--- config.mk ---
export PLATFORM = sky130hd
export DESIGN_NAME = serial_bus_cd_changer_responder
export DESIGN_NICKNAME = d
export VERILOG_FILES = /design/src/sbcd_pkg.sv /design/src/sbcd_match.sv /design/src/sbcd_core.sv /design/src/serial_bus_cd_changer_responder.sv
export SDC_FILE = /design/constraint.sdc
export NUM_CORES = 1
export LEC_CHECK = 0
export BUFFER_PORTS_ARGS = -buffer_cell sky130_fd_sc_hd__buf_2
export CORE_MARGIN = 2
export CORE_UTILIZATION = 50
export CTS_CLUSTER_DIAMETER = 150
export CTS_CLUSTER_SIZE = 10
export DETAILED_ROUTE_END_ITERATION = 12
export GPL_ROUTABILITY_DRIVEN = 0
export PLACE_DENSITY_LB_ADDON = 0.15
export SETUP_SLACK_MARGIN = 0.15
export SLEW_MARGIN = 20
export SYNTH_ARGS = -nofsm -noshare
export SYNTH_HDL_FRONTEND = slang
export SYNTH_SLANG_ARGS = --single-unit
--- constraint.sdc ---
create_clock -name clk -period 5.2 [get_ports clk]
set_input_delay 1.04 -clock clk [delete_from_list [all_inputs] [get_ports clk]]
set_output_delay 1.04 -clock clk [all_outputs]
set_load 0.1 [all_outputs]
--- src/sbcd_pkg.sv ---
// Shared types and constants for the serial bus CD changer responder.
package sbcd_pkg;

    // Byte values that appear on the bus
    localparam logic [7:0] BYTE_IDLE   = 8'hFF;
    localparam logic [7:0] REPLY_ACK   = 8'h00;
    localparam logic [7:0] REPLY_ID    = 8'hEE;
    localparam logic [7:0] MODE_STOP   = 8'h02;
    localparam logic [7:0] MODE_PLAY   = 8'h08;

    localparam logic [7:0] HDR_ARM_A   = 8'h07;
    localparam logic [7:0] HDR_ARM_B   = 8'h00;
    localparam logic [7:0] ADDR_A0     = 8'hE8;
    localparam logic [7:0] ADDR_A1     = 8'hE9;
    localparam logic [7:0] ID_MAIN_0   = 8'h1A;
    localparam logic [7:0] ID_MAIN_1   = 8'h4A;
    localparam logic [7:0] ID_ALT_0    = 8'h1C;
    localparam logic [7:0] ID_ALT_1    = 8'h4C;
    localparam logic [7:0] ID_CART_0   = 8'h1E;
    localparam logic [7:0] ID_CART_1   = 8'h4E;
    localparam logic [7:0] ID_PWR_0    = 8'h19;
    localparam logic [7:0] ID_PWR_1    = 8'h49;
    localparam logic [7:0] ID_TRK_0    = 8'h1B;
    localparam logic [7:0] ID_TRK_1    = 8'h4B;
    localparam logic [7:0] OP_ARM_MAIN = 8'hEE;
    localparam logic [7:0] OP_ARM_ALT  = 8'hED;
    localparam logic [7:0] OP_CART     = 8'hEF;
    localparam logic [7:0] OP_PWR_DOWN = 8'h22;
    localparam logic [7:0] OP_START    = 8'h2F;
    localparam logic [7:0] OP_DISC     = 8'h50;
    localparam logic [7:0] OP_TRACK    = 8'h2D;
    localparam logic [7:0] OP_PLAY     = 8'hE0;
    localparam logic [7:0] ARG_00      = 8'h00;
    localparam logic [7:0] ARG_01      = 8'h01;
    localparam logic [7:0] ARG_08      = 8'h08;
    localparam logic [7:0] ARG_40      = 8'h40;
    localparam logic [7:0] ARG_41      = 8'h41;

    localparam logic [47:0] CART_RESET = 48'h00FCFF4AFCFF;

    localparam logic [3:0] PLAY_LEN = 4'd9;
    localparam logic [2:0] CART_LEN = 3'd6;

    // Play info slots that commands touch
    localparam int PI_MODE_A = 1;
    localparam int PI_DISC   = 3;
    localparam int PI_TRACK  = 5;
    localparam int PI_MODE_B = 8;

    typedef logic [8:0][7:0] play_t;
    typedef logic [4:0][7:0] hist_t;   // entry 0 is the newest
    typedef logic [5:0][7:0] cart_t;   // entry 5 is sent first

    localparam play_t PLAY_RESET = {8'h02, 8'h0A, 8'hC7, 8'h01, 8'h80,
                                    8'h01, 8'h00, 8'h02, 8'h00};

    typedef enum logic [3:0] {
        CMD_NONE,
        CMD_ARM,
        CMD_DISARM,
        CMD_CART,
        CMD_POWER_DOWN,
        CMD_START,
        CMD_DISC_DN,
        CMD_DISC_UP,
        CMD_TRACK_DN,
        CMD_TRACK_UP,
        CMD_PLAY_INFO
    } cmd_t;

    typedef struct packed {
        logic       data_release;
        logic       byte_done;
        logic [7:0] last_byte;
        logic [7:0] disc_number;
        logic [7:0] track_number;
    } result_t;

endpackage

--- src/sbcd_match.sv ---
// Priority decoder of command patterns in the byte history.
module sbcd_match (
    input  sbcd_pkg::hist_t hist,
    input  logic            id_armed,
    output sbcd_pkg::cmd_t  cmd
);
    import sbcd_pkg::*;

    logic a0, a2, a3, a4;

    always_comb
    begin
        a0 = hist[0] inside {ADDR_A0, ADDR_A1};
        a2 = hist[2] inside {ADDR_A0, ADDR_A1};
        a3 = hist[3] inside {ADDR_A0, ADDR_A1};
        a4 = hist[4] inside {ADDR_A0, ADDR_A1};

        if (hist[2] == HDR_ARM_A && hist[1] inside {ID_MAIN_0, ID_MAIN_1}
            && hist[0] == OP_ARM_MAIN)
            cmd = CMD_ARM;
        else if (hist[2] == HDR_ARM_B && hist[1] inside {ID_ALT_0, ID_ALT_1}
                 && hist[0] == OP_ARM_ALT)
            cmd = CMD_ARM;
        else if (a0 && id_armed)
            cmd = CMD_DISARM;
        else if (a2 && hist[1] inside {ID_CART_0, ID_CART_1} && hist[0] == OP_CART)
            cmd = CMD_CART;
        else if (a2 && hist[1] inside {ID_PWR_0, ID_PWR_1} && hist[0] == OP_PWR_DOWN)
            cmd = CMD_POWER_DOWN;
        else if (a2 && hist[1] inside {ID_PWR_0, ID_PWR_1} && hist[0] == OP_START)
            cmd = CMD_START;
        else if (a3 && hist[2] inside {ID_MAIN_0, ID_MAIN_1} && hist[1] == OP_DISC
                 && hist[0] == ARG_01)
            cmd = CMD_DISC_DN;
        else if (a3 && hist[2] inside {ID_MAIN_0, ID_MAIN_1} && hist[1] == OP_DISC
                 && hist[0] == ARG_41)
            cmd = CMD_DISC_UP;
        else if (a4 && hist[3] inside {ID_TRK_0, ID_TRK_1} && hist[2] == OP_TRACK
                 && hist[1] == ARG_00 && hist[0] == ARG_01)
            cmd = CMD_TRACK_DN;
        else if (a4 && hist[3] inside {ID_TRK_0, ID_TRK_1} && hist[2] == OP_TRACK
                 && hist[1] == ARG_40 && hist[0] == ARG_01)
            cmd = CMD_TRACK_UP;
        else if (a4 && hist[3] inside {ID_TRK_0, ID_TRK_1} && hist[2] == OP_PLAY
                 && hist[1] == ARG_01 && hist[0] == ARG_08)
            cmd = CMD_PLAY_INFO;
        else
            cmd = CMD_NONE;
    end

endmodule

--- src/sbcd_core.sv ---
// Responder state and the per-item bit, history and reply update.
module sbcd_core (
    input  logic              clk,
    input  logic              rst_n,
    input  logic              step_en,
    input  logic              req_type,
    input  logic              data_line,
    input  logic              cfg_wr_en,
    input  logic [47:0]       cfg_wr_data,
    output sbcd_pkg::result_t result
);
    import sbcd_pkg::*;

    logic [2:0]  bit_pos_reg, bit_pos_next;
    logic [7:0]  rx_reg, rx_next;
    logic [7:0]  tx_reg, tx_next;
    hist_t       hist_reg, hist_next;
    logic        id_armed_reg, id_armed_next;
    logic [3:0]  play_left_reg, play_left_next;
    logic [2:0]  cart_left_reg, cart_left_next;
    play_t       play_info_reg, play_info_next;
    cart_t       cart_reg;

    hist_t       hist_shift;
    cmd_t        cmd;
    logic [2:0]  bit_idx;
    logic        tx_bit;
    logic [7:0]  rx_sampled;
    logic [3:0]  play_idx;
    logic [2:0]  cart_idx;

    sbcd_match u_match (
        .hist     (hist_shift),
        .id_armed (id_armed_reg),
        .cmd      (cmd)
    );

    always_comb
    begin
        bit_idx    = ~bit_pos_reg;          // MSB first
        tx_bit     = tx_reg[bit_idx];
        rx_sampled = rx_reg;
        rx_sampled[bit_idx] = data_line & tx_bit;
        hist_shift = {hist_reg[3:0], (tx_reg != BYTE_IDLE) ? tx_reg : rx_sampled};
        play_idx   = '0;
        cart_idx   = '0;

        bit_pos_next   = bit_pos_reg;
        rx_next        = rx_reg;
        tx_next        = tx_reg;
        hist_next      = hist_reg;
        id_armed_next  = id_armed_reg;
        play_left_next = play_left_reg;
        cart_left_next = cart_left_reg;
        play_info_next = play_info_reg;
        result.data_release = 1'b1;
        result.byte_done    = 1'b0;

        if (req_type)
        begin
            bit_pos_next   = '0;
            tx_next        = BYTE_IDLE;
            play_left_next = '0;
            cart_left_next = '0;
        end
        else
        begin
            result.data_release = tx_bit;
            rx_next = rx_sampled;
            if (bit_pos_reg == 3'd7)
            begin
                result.byte_done = 1'b1;
                bit_pos_next     = '0;
                hist_next        = hist_shift;
                tx_next          = BYTE_IDLE;

                case (cmd)
                    CMD_ARM:        id_armed_next = 1'b1;
                    CMD_DISARM:
                    begin
                        id_armed_next = 1'b0;
                        tx_next       = REPLY_ID;
                    end
                    CMD_CART:       cart_left_next = CART_LEN;
                    CMD_POWER_DOWN:
                    begin
                        tx_next = REPLY_ACK;
                        play_info_next[PI_MODE_A] = MODE_STOP;
                        play_info_next[PI_MODE_B] = MODE_STOP;
                    end
                    CMD_START:
                    begin
                        tx_next = REPLY_ACK;
                        play_info_next[PI_MODE_A] = MODE_PLAY;
                        play_info_next[PI_MODE_B] = MODE_PLAY;
                    end
                    CMD_DISC_DN:
                    begin
                        play_info_next[PI_DISC]  = play_info_reg[PI_DISC] - 8'd1;
                        play_info_next[PI_TRACK] = 8'd1;
                    end
                    CMD_DISC_UP:
                    begin
                        play_info_next[PI_DISC]  = play_info_reg[PI_DISC] + 8'd1;
                        play_info_next[PI_TRACK] = 8'd1;
                    end
                    CMD_TRACK_DN:
                        play_info_next[PI_TRACK] = play_info_reg[PI_TRACK] - 8'd1;
                    CMD_TRACK_UP:
                        play_info_next[PI_TRACK] = play_info_reg[PI_TRACK] + 8'd1;
                    CMD_PLAY_INFO:  play_left_next = PLAY_LEN;
                    default:        ;
                endcase

                // queued reply bytes; counts past their lengths are dropped
                if (play_left_next > PLAY_LEN)
                    play_left_next = '0;
                if (cart_left_next > CART_LEN)
                    cart_left_next = '0;

                if (play_left_next != '0)
                begin
                    play_idx       = PLAY_LEN - play_left_next;
                    tx_next        = play_info_next[play_idx];
                    play_left_next = play_left_next - 4'd1;
                end
                else if (cart_left_next != '0)
                begin
                    cart_idx       = cart_left_next - 3'd1;
                    tx_next        = cart_reg[cart_idx];
                    cart_left_next = cart_left_next - 3'd1;
                end
            end
            else
            begin
                bit_pos_next = bit_pos_reg + 3'd1;
            end
        end

        result.last_byte    = hist_next[0];
        result.disc_number  = play_info_next[PI_DISC];
        result.track_number = play_info_next[PI_TRACK];
    end

    always_ff @(posedge clk or negedge rst_n)
    begin
        if (!rst_n)
        begin
            bit_pos_reg   <= '0;
            rx_reg        <= '0;
            tx_reg        <= BYTE_IDLE;
            hist_reg      <= '0;
            id_armed_reg  <= 1'b0;
            play_left_reg <= '0;
            cart_left_reg <= '0;
            play_info_reg <= PLAY_RESET;
        end
        else if (step_en)
        begin
            bit_pos_reg   <= bit_pos_next;
            rx_reg        <= rx_next;
            tx_reg        <= tx_next;
            hist_reg      <= hist_next;
            id_armed_reg  <= id_armed_next;
            play_left_reg <= play_left_next;
            cart_left_reg <= cart_left_next;
            play_info_reg <= play_info_next;
        end
    end

    always_ff @(posedge clk or negedge rst_n)
    begin
        if (!rst_n)
            cart_reg <= CART_RESET;
        else if (cfg_wr_en)
            cart_reg <= cfg_wr_data;
    end

endmodule

--- src/serial_bus_cd_changer_responder.sv ---
// Top level of the serial bus CD changer responder: input and result registers.
//
//  channel | direction | handshake           | payload
//  --------+-----------+---------------------+--------------------------------------------
//  in      | to block  | in_valid / in_stall | req_type, data_line
//  out     | from block| out_valid/out_stall | data_release, byte_done, last_byte,
//          |           |                     | disc_number, track_number
//  cfg     | to block  | cfg_wr_en           | cfg_wr_data (cartridge info bytes)
//
// One transfer per cycle sustained while out_stall stays low; an input transfer passes
// through the input register and then the result register. The rate is set by the
// responder state update, which finishes an item combinationally between the two.
// Reset (rst_n low, asynchronous) restores the power-up responder state and
// the default cartridge info bytes; both pipeline registers come up empty.
// A stalled result holds its register; the input register keeps taking one
// more item and then raises in_stall until the result moves on.
module serial_bus_cd_changer_responder (
    input  logic        clk,
    input  logic        rst_n,
    input  logic        in_valid,
    output logic        in_stall,
    input  logic        req_type,
    input  logic        data_line,
    output logic        out_valid,
    input  logic        out_stall,
    output logic        data_release,
    output logic        byte_done,
    output logic [7:0]  last_byte,
    output logic [7:0]  disc_number,
    output logic [7:0]  track_number,
    input  logic        cfg_wr_en,
    input  logic [47:0] cfg_wr_data
);
    import sbcd_pkg::*;

    // input register
    logic    s1_valid_reg, s1_valid_next;
    logic    s1_req_reg;
    logic    s1_line_reg;
    // result register
    logic    out_valid_reg, out_valid_next;
    result_t out_res_reg;

    result_t step_res;
    logic    in_take;
    logic    advance;

    // an item moves on whenever the result register is empty or draining
    assign advance  = s1_valid_reg && (!out_valid_reg || !out_stall);
    assign in_stall = s1_valid_reg && !advance;
    assign in_take  = in_valid && !in_stall;

    sbcd_core u_core (
        .clk         (clk),
        .rst_n       (rst_n),
        .step_en     (advance),
        .req_type    (s1_req_reg),
        .data_line   (s1_line_reg),
        .cfg_wr_en   (cfg_wr_en),
        .cfg_wr_data (cfg_wr_data),
        .result      (step_res)
    );

    always_comb
    begin
        s1_valid_next = s1_valid_reg;
        if (in_take)
            s1_valid_next = 1'b1;
        else if (advance)
            s1_valid_next = 1'b0;

        out_valid_next = out_valid_reg && out_stall;
        if (advance)
            out_valid_next = 1'b1;
    end

    always_ff @(posedge clk or negedge rst_n)
    begin
        if (!rst_n)
        begin
            s1_valid_reg  <= 1'b0;
            out_valid_reg <= 1'b0;
        end
        else
        begin
            s1_valid_reg  <= s1_valid_next;
            out_valid_reg <= out_valid_next;
        end
    end

    // payload registers, no reset
    always_ff @(posedge clk)
    begin
        if (in_take)
        begin
            s1_req_reg  <= req_type;
            s1_line_reg <= data_line;
        end
        if (advance)
            out_res_reg <= step_res;
    end

    assign out_valid    = out_valid_reg;
    assign data_release = out_res_reg.data_release;
    assign byte_done    = out_res_reg.byte_done;
    assign last_byte    = out_res_reg.last_byte;
    assign disc_number  = out_res_reg.disc_number;
    assign track_number = out_res_reg.track_number;

endmodule

==> summary.md <==
| Metric | Value |
|---|---|
| Compound-Gate Fraction of Synth Area | between 10% and 20% |
| Die extent in y | between 100 and 150 um |
| Placed Cells | 1,234 |
| Syn Nets | 1,028 |
| Design Area, Final | about 0.011 mm2 |
| XOR/XNOR share of the synthesized area | between 2 and 2.5% |
| Crit path launch type | flop |
| Pre-CTS worst setup slack | about 0.35 ns |
| Antenna-violating nets left | 0 |
| # diodes | 0 |
| First-pass GRT wire length | 37,600 um |
| Max reg flops | 48 |
| Largest net degree at the start of global routing | 106 |
| Clock latency on the worst-skew pair | around 0.44 ns |
| Post-Syn Instances | 951 |
| Crit-path cells | or4bb_1 -> o211ai_1 -> nand2_1 -> or3_1 -> or4_1 -> ha_1 -> a21o_1 -> a21oi_1 -> o211ai_1 -> a21o_1 -> a21oi_1 -> nor2_1 -> o21ai_1 -> mux2_2 -> o21bai_1 -> o311ai_1 |
| Min-delay src | u_core.hist_reg[28] |
| Post-synth EDFFs | 28 |
| Post-Route Utilization | between 50% and 60% |
| Via density | 5.81 |
| Setup ws final | 0.456 ns |
| Critical Path RT | between 5 and 6 ns |
| Residual DRC | 0 |
| Ys async rst share | 83.3% |
| Yosys reg bits | between 150 and 200 |
| # fillers | 1,685 |
| Worst Setup SP | u_core.bit_pos_reg[0] |
| Synthesized cell area | 0.00946 mm2 |
| Synth area leader | dfrtp_1 |
| Worst relative slew slack | 32.0% |
| Main combinational cell family by area after synthesis | simple AND/OR/NAND/NOR gates |
| DR WL/cell | approximately 18 um |
| Yosys warns | 0 |
| Post-synth top area share | 25.7% |
| Hold Path Class | flop to flop |
| Critical path's slowest cell | or4_1 |
| Fin crit period | between 4 and 5 ns |
| Cell Area, Placed | between 0.01 and 0.015 mm2 |
| Max clock buf depth | 2 |
| NetSw | 0.00100 W |
| Synthesized-area fraction occupied by adder cells | 3.07% |
| Die Width | between 100 and 150 um |
| Post-Synth Simple-Gate Area | about a fifth |
| I/O pins | 83 |
| Initial antenna violation count | 0 |
| Vias in the first global route | roughly 7,100 |
| Synth top area cells | dfrtp_1 (26%), dfstp_2 (12%), edfxtp_1 (8.9%) |
| Final Hold Fails | 0 |
| Fmax | roughly 210 MHz |
| Die Footprint | around 0.020 mm2 |
| Pins Over Slew Limit | 0 |
| Worst R2R Start | u_core.bit_pos_reg[0] |
| Port buffer count | between 80 and 90 |
| Unrepaired setup endpoints after global routing | yes |
| Setup_tns | 0 ns |
| Pwr/cell area | around 300 mW/mm2 |
| Mux cell area share after synthesis | ~11% |
| Initial Utilization | between 50% and 60% |
| Setup-failing EPs final | 0 |
| Synth cell types | between 80 and 90 |
| LEAKAGE | 4.68 nW |
| Drt first pass iters | 5 |
| Vias post-DR | approximately 7,400 |
| Total clock sinks | 168 |
| CTS root buffer | clkbuf_16 |
| Iter 0 DRT Violations | ~470 |
| Largest delay share family, worst path | simple AND/OR/NAND/NOR gates |
| Critical path buffer and inverter count | 0 |
| Syn Area/Cell | around 9.9 um2 |
| Final wirelength | 23,100 um |
| Reg power frac | between 40% and 50% |
| Status | finished clean |
| Post-route insts no fill | approximately 1,300 |
| Part of the cycle the worst path needs | 91.2% |
| Critical Path Max Stage Delay | slightly below 0.7 ns |
| Cts bufs inserted | 17 |
| Row cnt | 50 |
| Max Cap Viol | 0 |
| CTS tree | yes |
| Hpwl dp | ~16,000 um |
| Layout area overhead | 13.8% |
| Clock transition at the registers of the reported paths | 0.07 ns |
| Total gr overflow | 0 |
| Max Clock Skew | 0.0122 ns |
| Crit. End Element | flop |
| Share of layout cells above drive strength 1 | between 20% and 30% |
| Maximum vdd drop | between 0.0002 and 0.00025 V |
| Post-synthesis sequential area ratio | 46.5% |
| Gr usage total | 23.9% |
| Sw Share | 30.6% |
| H-tree depth | 4 |
| Max Fanout on Critical Path | 16 |
| P_int | 0.00227 W |
| Setup CP Type | flop to flop |
| Clock power frac | a little under two fifths |
| Total core area | between 0.015 and 0.02 mm2 |
| Top FF cell, synth | dfrtp_1 |
| Comb pwr share | 15.9% |
| WP data arrival | ~5.1 ns |
| Tightest Pin Transition | just over 1 ns |
| Nets | roughly 1,100 |
## tightest hold or removal path: cells and delay by family (launching register included)
family           cells  cell delay, ns
flip-flops           1            0.34
AND/OR/NAND/NOR      2            0.10
## Yosys cell counts (12+ instances only)
master and count:
a21o_1 12, a21oi_1 31, clkbuf_1 37, dfrtp_1 97, dfstp_2 43, edfxtp_1 28
ha_1 20, inv_1 23, mux2_2 66, mux2i_1 14, nand2_1 161, nand2b_1 17
nand3_1 19, nor2_1 45, nor2b_1 14, nor3_1 13, nor4_1 16, o21ai_0 78
xnor2_1 13
## logic make-up (layout without fill, tap and decap cells)
family | Yosys count | count (layout)
compound gates | 196 | 196
xor+xnor | 24 | 24
fa+ha+maj | 22 | 22
buf+inv | 79 | 166
flops | 168 | 168
mux | 89 | 89
simple gates | 373 | 373
## final cells by class
cell class,count,area [um2],share of cell area [%]
inverter,24,90.1,0.836
sequential,168,4400,40.9
multi-input combinational,704,4780,44.4
clock buffer,18,429,3.98
tap,234,293,2.72
clock inverter,14,153,1.42
timing repair buffer,110,627,5.82
## cell usage in the layout, fill, tap and decap left out, drive strengths merged, types with 7 or more instances in the layout
cell    netlist  routed
mux2         67      67
and2         10      10
a21oi        31      31
a31oi        10      10
a22oi         7       7
a21o         12      12
inv          23      31
o21ai        81      81
nor2b        14      14
mux4          8       8
xnor2        13      13
nor4b         8       8
nor4         17      17
dfrtp        97      97
clkinv        1       7
nor2         47      47
edfxtp       28      28
mux2i        14      14
ha           20      20
clkbuf       37      18
a221oi        7       7
nor3         13      13
xor2         11      11
nand2       161     161
nor3b         8       8
dfstp        43      43
nand3        20      20
nand4        11      11
nand2b       17      17
buf          18     110
or2           9       9
## power by group through the flow
stage	Clock [W]	Sequential, W	Combinational (W)
after global routing	0.00132	0.00151	0.000560
after CTS	0.00127	0.00150	0.000514
after global placement	0	0.00152	0.000509
after floorplan	0	0.00159	0.000288
final	0.00125	0.00150	0.000520
after detailed placement	0	0.00152	0.000511
## layer usage
layer,GRT usage (%),wire length [um],vias up
met5,0,0,-
met1,33.8,10800,3561
li1,-,-,3578
met4,7.42,354,0
met3,4.18,1170,26
met2,37.7,10700,228
## final timing paths
check / to / slack, ns / cells past startpoint
max: u_core.tx_reg[7] / 0.46 / 16
min: u_core.hist_reg[28] / 0.47 / 2
max reg2reg: u_core.tx_reg[7] / 0.46 / 16
min reg2reg: u_core.hist_reg[28] / 0.47 / 2
max in group asynchronous: u_core.play_info_reg[40] / 3.39 / 2
min in group asynchronous: u_core.cart_reg[41] / 0.70 / 1
## stage by stage
step | hold WS [ns] | total power, W
after detailed placement | 0.458 | 0.00203
after CTS | 0.475 | 0.00328
final | 0.469 | 0.00327
after floorplan | 0.438 | 0.00188
after global routing | 0.501 | 0.00339
after global placement | 0.451 | 0.00203
## timing repair
| action | CTS | global route |
|---|---|---|
| hold buffers | 0 | 0 |
| buffers inserted | 0 | 6 |
| endpoints found under the setup margin | 0 | 5 |
| gates resized for setup | 0 | 11 |
Power figures use the tool's default switching activity.
